==> config.mk <==
export PLATFORM = sky130hd
export DESIGN_NAME = robust_weight_unit
export DESIGN_NICKNAME = d
export VERILOG_FILES = /design/src/hw/rtl/rwu_pkg.sv /design/src/hw/rtl/robust_weight_unit.sv
export SDC_FILE = /design/constraint.sdc
export NUM_CORES = 2
export LEC_CHECK = 0
export ABC_CLOCK_PERIOD_IN_PS = 10580
export BUFFER_PORTS_ARGS = -buffer_cell sky130_fd_sc_hd__buf_2
export CORE_MARGIN = 1.5
export CORE_UTILIZATION = 50
export CTS_BUF_LIST = sky130_fd_sc_hd__clkbuf_4 sky130_fd_sc_hd__clkbuf_8
export DETAILED_ROUTE_END_ITERATION = 10
export GPL_TIMING_DRIVEN = 0
export PLACE_DENSITY = 0.68
export REMOVE_ABC_BUFFERS = 1
export SETUP_SLACK_MARGIN = 0.3
export SLEW_MARGIN = 0
export SYNTH_ARGS = -nofsm -noshare
export SYNTH_HDL_FRONTEND = slang
export SYNTH_SLANG_ARGS = --single-unit
export TNS_END_PERCENT = 100
==> constraint.sdc <==
create_clock -name clock -period 10.58 [get_ports clock]
set_input_delay 0 -clock clock [delete_from_list [all_inputs] [get_ports clock]]
set_output_delay 0 -clock clock [all_outputs]
set_load 0.005 [all_outputs]
==> src/hw/rtl/rwu_pkg.sv <==
// rwu_pkg: types, constants and helper functions of the robust weight unit.
// Used by robust_weight_unit; no other dependencies.
package rwu_pkg;

   // Fixed-point formats
   localparam int RES_W    = 17;   // residual, signed Q9.8
   localparam int MAG_W    = 17;   // |residual|, up to 65536
   localparam int SREC_W   = 24;   // 1/sigma, unsigned Q8.16
   localparam int HK_W     = 16;   // Huber k, unsigned Q4.12
   localparam int TREC_W   = 16;   // 1/t, unsigned Q0.16
   localparam int X_W      = 24;   // normalized magnitude, Q8.16
   localparam int K_W      = HK_W + 4;
   localparam int WGT_W    = 17;   // weight, unsigned Q1.16
   localparam int PROD_W   = MAG_W + SREC_W;

   localparam logic [WGT_W-1:0] ONE_Q16 = WGT_W'(65536);

   // CSR port
   localparam int CSR_AW = 4;
   localparam int CSR_DW = 32;

   // Pipeline: input stage, scale stage, one stage per quotient bit, output stage
   localparam int DIV_STEPS = WGT_W;
   localparam int STAGES    = DIV_STEPS + 3;

   // Reset values of the registers
   localparam logic [1:0]        MODE_RST = 2'd1;
   localparam logic [SREC_W-1:0] SREC_RST = SREC_W'(65536);
   localparam logic [HK_W-1:0]   HK_RST   = HK_W'(5509);
   localparam logic [TREC_W-1:0] TREC_RST = TREC_W'(13988);

   typedef enum logic [1:0] {
      MODE_L2    = 2'd0,
      MODE_HUBER = 2'd1,
      MODE_TUKEY = 2'd2
   } loss_mode_type;

   typedef enum logic [1:0] {
      REG_LOSS_MODE = 2'd0,
      REG_SCALE_REC = 2'd1,
      REG_HUBER_K   = 2'd2,
      REG_TUKEY_REC = 2'd3
   } reg_index_type;

   // One item inside the divider section
   typedef struct packed {
      logic             vreq;     // request valid flag from the input
      logic [X_W-1:0]   x;        // normalized magnitude (divisor)
      logic [X_W-1:0]   rem;      // partial remainder, below x whenever x >= K
      logic [WGT_W-1:0] quo;      // quotient bits so far
      logic [WGT_W-1:0] tk;       // Tukey path: u, then d, then weight
      logic             tk_zero;  // u reached 1.0
      logic             hub_one;  // x below k
   } div_stage_type;

   // Absolute value of a Q9.8 residual; -256.0 gives 65536
   function automatic logic [MAG_W-1:0] abs_residual(input logic signed [RES_W-1:0] r);
      logic [MAG_W-1:0] v;
      v = MAG_W'(r);
      if (r[RES_W-1]) begin
         return MAG_W'(0) - v;
      end
      return v;
   endfunction

   // One restoring division step: shift in the next numerator bit, subtract if it fits
   function automatic div_stage_type div_step(input div_stage_type s, input logic nbit);
      div_stage_type o;
      logic [X_W:0]  t;
      o = s;
      t = {s.rem, nbit};
      if (t >= {1'b0, s.x}) begin
         t     = t - {1'b0, s.x};
         o.quo = {s.quo[WGT_W-2:0], 1'b1};
      end else begin
         o.quo = {s.quo[WGT_W-2:0], 1'b0};
      end
      o.rem = t[X_W-1:0];
      return o;
   endfunction

endpackage

==> src/hw/rtl/robust_weight_unit.sv <==
// robust_weight_unit: robust M-estimator weights (L2, Huber, Tukey biweight).
// Depends on rwu_pkg for formats, register codes, the stage struct and the divide step.
//
//  channel | direction | handshake            | payload
//  req     | in        | req_valid, req_stall | req_residual (s17 Q9.8), req_valid_req
//  rsp     | out       | rsp_valid, rsp_stall | rsp_weight (u17 Q1.16)
//  csr     | in/out    | psel/penable/pready  | csr_paddr, csr_pwdata, csr_prdata
//
// One request per cycle sustained while the response is not stalled; stages: input
// register, scale multiply, 17 restoring-divide stages (one Huber quotient bit each,
// Tukey math rides in the first three) and the output register.
// Stages hold their item under stall and fill bubbles; a request is taken whenever any
// stage down to the output is free or the output is being taken.
// Synchronous active-high reset empties the pipeline and loads register defaults.
module robust_weight_unit (
   input  logic                                clock,
   input  logic                                reset,
   // request channel
   input  logic                                req_valid,
   output logic                                req_stall,
   input  logic signed [rwu_pkg::RES_W-1:0]    req_residual,
   input  logic                                req_valid_req,
   // response channel
   output logic                                rsp_valid,
   input  logic                                rsp_stall,
   output logic [rwu_pkg::WGT_W-1:0]           rsp_weight,
   // CSR port
   input  logic                                csr_psel,
   input  logic                                csr_penable,
   input  logic                                csr_pwrite,
   input  logic [rwu_pkg::CSR_AW-1:0]          csr_paddr,
   input  logic [rwu_pkg::CSR_DW-1:0]          csr_pwdata,
   output logic [rwu_pkg::CSR_DW-1:0]          csr_prdata,
   output logic                                csr_pready
);
   import rwu_pkg::*;

   localparam int LAST = STAGES - 1;

   // Configuration registers
   loss_mode_type     mode_ff;
   logic [SREC_W-1:0] srec_ff;
   logic [HK_W-1:0]   hk_ff;
   logic [TREC_W-1:0] trec_ff;
   reg_index_type     csr_idx;
   logic              csr_wr;

   // Pipeline registers
   logic [STAGES-1:0] vld_ff, vld_in, rdy;
   logic [MAG_W-1:0]  mag_ff;
   logic              vreq0_ff;
   logic [X_W-1:0]    x1_ff, x1_in;
   logic              vreq1_ff;
   div_stage_type     div_ff [DIV_STEPS];
   div_stage_type     div_in [DIV_STEPS];
   div_stage_type     div_src [DIV_STEPS];
   logic [WGT_W-1:0]  weight_ff, weight_in;

   logic [PROD_W-1:0] scale_prod;
   logic [K_W-1:0]    k_q16;

   assign k_q16 = {hk_ff, 4'b0000};

   // CSR write decode
   assign csr_idx    = reg_index_type'(csr_paddr[CSR_AW-1:2]);
   assign csr_wr     = csr_psel && csr_penable && csr_pwrite && csr_pready;
   assign csr_pready = 1'b1;

   always_ff @(posedge clock) begin
      if (reset) begin
         mode_ff <= loss_mode_type'(MODE_RST);
         srec_ff <= SREC_RST;
         hk_ff   <= HK_RST;
         trec_ff <= TREC_RST;
      end else if (csr_wr) begin
         unique case (csr_idx)
            REG_LOSS_MODE: mode_ff <= loss_mode_type'(csr_pwdata[1:0]);
            REG_SCALE_REC: srec_ff <= csr_pwdata[SREC_W-1:0];
            REG_HUBER_K:   hk_ff   <= csr_pwdata[HK_W-1:0];
            REG_TUKEY_REC: trec_ff <= csr_pwdata[TREC_W-1:0];
         endcase
      end
   end

   // CSR read mux
   always_comb begin
      unique case (csr_idx)
         REG_LOSS_MODE: csr_prdata = CSR_DW'(mode_ff);
         REG_SCALE_REC: csr_prdata = CSR_DW'(srec_ff);
         REG_HUBER_K:   csr_prdata = CSR_DW'(hk_ff);
         REG_TUKEY_REC: csr_prdata = CSR_DW'(trec_ff);
      endcase
   end

   // Per-stage flow control: a stage loads when it is empty or its item moves on
   always_comb begin
      rdy[LAST] = !vld_ff[LAST] || !rsp_stall;
      for (int p = LAST - 1; p >= 0; p--) begin
         rdy[p] = !vld_ff[p] || rdy[p+1];
      end
      for (int p = 0; p < STAGES; p++) begin
         if (!rdy[p]) begin
            vld_in[p] = vld_ff[p];
         end else if (p == 0) begin
            vld_in[p] = req_valid;
         end else begin
            vld_in[p] = vld_ff[p-1];
         end
      end
   end

   assign req_stall = !rdy[0];

   always_ff @(posedge clock) begin
      if (reset) begin
         vld_ff <= '0;
      end else begin
         vld_ff <= vld_in;
      end
   end

   // Stage 0: magnitude of the residual
   always_ff @(posedge clock) begin
      if (rdy[0] && req_valid) begin
         mag_ff   <= abs_residual(req_residual);
         vreq0_ff <= req_valid_req;
      end
   end

   // Stage 1: x = |r| * (1/sigma) >> 8, saturated to 24 bits
   always_comb begin
      scale_prod = PROD_W'(mag_ff) * PROD_W'(srec_ff);
      if (scale_prod[PROD_W-1:X_W+8] != '0) begin
         x1_in = '1;
      end else begin
         x1_in = scale_prod[X_W+7:8];
      end
   end

   always_ff @(posedge clock) begin
      if (rdy[1] && vld_ff[0]) begin
         x1_ff    <= x1_in;
         vreq1_ff <= vreq0_ff;
      end
   end

   // Divider section: quotient (K << 16) / x, one bit per stage; Tukey in the first three
   always_comb begin
      logic [X_W+TREC_W-1:0]   u_prod;
      logic [2*TREC_W-1:0]     s_prod;
      logic [2*WGT_W-1:0]      w_prod;
      logic [WGT_W-1:0]        d_val;
      u_prod = '0;
      s_prod = '0;
      w_prod = '0;
      d_val  = '0;

      // seed: remainder starts at K >> 1, which stays below x whenever x >= K
      div_src[0].vreq    = vreq1_ff;
      div_src[0].x       = x1_ff;
      div_src[0].rem     = X_W'(k_q16[K_W-1:1]);
      div_src[0].quo     = '0;
      div_src[0].tk      = '0;
      div_src[0].tk_zero = 1'b0;
      div_src[0].hub_one = X_W'(k_q16) > x1_ff;
      for (int j = 1; j < DIV_STEPS; j++) begin
         div_src[j] = div_ff[j-1];
      end

      for (int j = 0; j < DIV_STEPS; j++) begin
         // numerator bit: only bit 16 of K << 16 can be set below the seed
         div_in[j] = div_step(div_src[j], (j == 0) ? k_q16[0] : 1'b0);
         if (j == 0) begin
            // u = x * (1/t) >> 16
            u_prod            = (X_W+TREC_W)'(div_src[j].x) * (X_W+TREC_W)'(trec_ff);
            div_in[j].tk      = {1'b0, u_prod[TREC_W+15:16]};
            div_in[j].tk_zero = u_prod[X_W+TREC_W-1:TREC_W+16] != '0;
         end else if (j == 1) begin
            // d = 1 - u^2
            s_prod       = (2*TREC_W)'(div_src[j].tk[TREC_W-1:0])
                           * (2*TREC_W)'(div_src[j].tk[TREC_W-1:0]);
            d_val        = ONE_Q16 - WGT_W'(s_prod[2*TREC_W-1:16]);
            div_in[j].tk = d_val;
         end else if (j == 2) begin
            // weight = d^2
            w_prod       = (2*WGT_W)'(div_src[j].tk) * (2*WGT_W)'(div_src[j].tk);
            div_in[j].tk = w_prod[WGT_W+15:16];
         end
      end
   end

   always_ff @(posedge clock) begin
      for (int j = 0; j < DIV_STEPS; j++) begin
         if (rdy[j+2] && vld_ff[j+1]) begin
            div_ff[j] <= div_in[j];
         end
      end
   end

   // Output stage: pick the weight for the active loss
   always_comb begin
      div_stage_type f;
      f = div_ff[DIV_STEPS-1];
      case (mode_ff)
         MODE_L2: begin
            weight_in = ONE_Q16;
         end
         MODE_HUBER: begin
            if (!f.vreq || hk_ff == '0) begin
               weight_in = '0;
            end else if (f.hub_one) begin
               weight_in = ONE_Q16;
            end else begin
               weight_in = f.quo;
            end
         end
         MODE_TUKEY: begin
            weight_in = (!f.vreq || f.tk_zero) ? '0 : f.tk;
         end
         default: begin
            weight_in = '0;
         end
      endcase
   end

   always_ff @(posedge clock) begin
      if (rdy[LAST] && vld_ff[LAST-1]) begin
         weight_ff <= weight_in;
      end
   end

   assign rsp_valid  = vld_ff[LAST];
   assign rsp_weight = weight_ff;

`ifndef SYNTH
   // Weights never leave [0, 1.0]
   a_weight_range: assert property (@(posedge clock) disable iff (reset)
      rsp_valid |-> (rsp_weight <= ONE_Q16))
      else $error("weight above 1.0");

   // Input only stalls when the whole pipeline is full and the output is blocked
   a_stall_full: assert property (@(posedge clock) disable iff (reset)
      req_stall |-> (&vld_ff && rsp_stall))
      else $error("request stalled with a free stage");

   // Huber quotient stays within 1.0 whenever it is used
   a_huber_quo: assert property (@(posedge clock) disable iff (reset)
      (vld_ff[LAST-1] && div_ff[DIV_STEPS-1].vreq && !div_ff[DIV_STEPS-1].hub_one
       && hk_ff != '0) |-> (div_ff[DIV_STEPS-1].quo <= ONE_Q16))
      else $error("Huber quotient out of range");

   // A held response keeps its weight until taken
   a_rsp_hold: assert property (@(posedge clock) disable iff (reset)
      (rsp_valid && rsp_stall) |=> (rsp_valid && $stable(rsp_weight)))
      else $error("stalled response changed");
`endif

endmodule

==> run metrics <==
final core occ=55.4%; TritonCTS clock tree=built; largest net degree at the start of global routing=73; final worst path period share=83.1%; HP Class=input pin to register; grt total ovfl=0; max-cap violations=0; Yosys warnings=0; clock slew at reported path FFs=0.06 ns; mean routed wirelength per cell=roughly 18 µm; Routed WL=231000 µm; # port buffers=93; CTS H-tree depth=4; clk_skew=0.0945 ns; Final setup viols=0; Hold Crit Start=csr_pwrite; Root Driver=clkbuf_8; CORE AREA=0.210 mm²; Distinct cells, synth=95; DR vias/cell=5.35; post-CTS sizing=0; Worst R2R Path Depth=26; Setup Fix Bufs, Post-CTS=0; unrepaired setup endpoints after global routing=false; hold depth=5; kind of end point of the critical path=register; total CTS buffers=~230; Post-Syn Instances=9744; Main synth FF type=edfxtp_1; CP Launch Type=register; Least-Margin Pin Slew=1.45 ns; Rel. slew slack=approximately 3.2%; dpl ws=1.83 ns; Slew Limit Fails=0; global-route usage over all layers=21.9%; Worst R2R End=x1_ff[4]; Final Non-Filler Cells=13000; # hold bufs at CTS=approximately 140; status=complete, no violations; sequential area share after synthesis=39.0%; Worst-Skew Late Latency=1.02 ns; DIE WIDTH=463 µm; largest area contributor in the netlist=edfxtp_1; mapped cell area=0.106 mm²; Hold Path End=trec_ff[7]; Post-synth EDFFs=1320; worst hold slack=0.140 ns; Starting Density=50.4%; top cells by count, synth=inv_1, edfxtp_1, fa_1, nand2_1, ha_1; share of cells above drive strength 1=7.64%; Nets=between 10000 and 15000; count leader, synth=inv_1; First-pass DRT Iterations=5; CTS Sinks=1398; Rows=168; initial antenna violation count=11; Post-DP HPWL=176000 µm; Final WS setup=1.79 ns; FF-to-FF setup slack=1.79 ns; post-synth top area share=37.5%; synth top area cells=edfxtp_1, fa_1, ha_1; Final min period=8.79 ns; total number of vias=between 60000 and 70000; Max Freq=~0.11 GHz; full die area=0.214 mm²; Yosys reg bits=1398; vias in the first global route=~73000; DR DRC count=0; WP data required=11.33 ns; syn avg cell area=10.9 µm²; Die Y=463 µm; critical path class=register to register; Iter 0 DRT Violations=4480; io pins=roughly 110; first-pass GRT wire length=378000 µm; crit-path max FO=24; Final Hold Viols=0; Reg2Reg Launch Point=mag_ff[8]; Inst Count DP=12400; CP arrival=approximately 9.5 ns; Routed Antenna Nets=0; Synth async-reset ratio=0%; Clock Path Buffers=3; Synth-to-Final Area Change=9.99%; Routability Congestion=0.919
-- per-stage QoR --
stage | area (µm²) | setup TNS [ns]
2_1_floorplan | 105000 | 0
3_3_place_gp | 109000 | -3.68
3_5_place_dp | 110000 | 0
4_1_cts | 116000 | 0
5_1_grt | 116000 | 0
6_report | 116000 | 0
-- kinds of logic after synthesis --
group | count (synthesis) | share of synthesized area (%)
AOI/OAI and AO/OA | 1397 | 8.45
other | 2 | 0.00710
xor gates and xnor gates | 398 | 3.30
adders and majority gates | 1825 | 28.7
muxes | 181 | 1.93
buffers and inverters | 2103 | 7.50
and+or+nand+nor | 2440 | 11.2
DFF | 1398 | 39.0
-- per-layer routing --
layer  global-route usage, %  share of wire (%)
met5                       0                  0
met1                    27.6                 42
met3                    3.64                5.6
met4                    7.59                3.4
met2                    38.1                 49
-- worst max path at each step --
stage,startpoint,to,slack [ns],cells after the start
finish,mag_ff[8],x1_ff[4],1.79,26
detailed placement,srec_ff[11],x1_ff[4],1.83,26
CTS,mag_ff[8],x1_ff[4],1.80,26
global route,mag_ff[2],x1_ff[4],1.20,26
floorplan,mag_ff[2],x1_ff[13],2.30,24
global placement,mag_ff[8],x1_ff[8],-0.46,24
-- cell type report --
| class | count | area [µm²] |
|---|---|---|
| fill | 17600 | 93700 |
| antenna | 7 | 17.5 |
| multi-input combinational | 6252 | 57000 |
| clock inverter | 142 | 1250 |
| tap | 2805 | 3510 |
| clock buffer | 286 | 3600 |
| timing repair buffer | 284 | 3030 |
| inverter | 1801 | 6760 |
| sequential | 1398 | 41200 |
-- critical path: stages, from the launching register on --
cell      delay, ns
edfxtp_1       1.17
nand2_1        0.20
fa_1           0.58
inv_1          0.05
fa_1           0.50
inv_1          0.05
fa_1           0.52
inv_1          0.05
fa_1           0.47
fa_1           0.50
inv_1          0.05
fa_1           0.48
inv_1          0.05
ha_1           0.21
a21o_1         0.16
a21o_1         0.18
a211oi_1       0.29
a22oi_1        0.21
a21oi_1        0.62
o21bai_1       0.35
a41oi_1        0.35
mux2i_1        0.24
nand4_1        0.17
nor4_2         0.44
buf_4          0.29
buf_4          0.20
o21ai_0        0.12
-- cells in the final DEF, fill, tap and decap left out, types with 137 or more instances in the layout --
cell type / instances
a21o_1: 212
nor2_1: 368
a21oi_1: 441
xor2_1: 138
fa_1: 1002
clkbuf_8: 233
o21ai_0: 270
edfxtp_1: 1320
xnor2_1: 260
inv_1: 1800
ha_1: 823
mux2_2: 162
dlygate4sd3_1: 137
and2_1: 465
nand2_1: 989
-- registers in the layout (all words and copies together), names as in the netlist --
name / flops
div_ff: 1260
srec_ff: 24
x1_ff: 24
vld_ff: 20
mag_ff: 17
rsp_weight: 17
hk_ff: 16
trec_ff: 16
mode_ff: 2
vreq0_ff: 1
vreq1_ff: 1
Power is not shown: default switching activity piles up to over one toggle a cycle in this logic, so the estimate is an artifact.
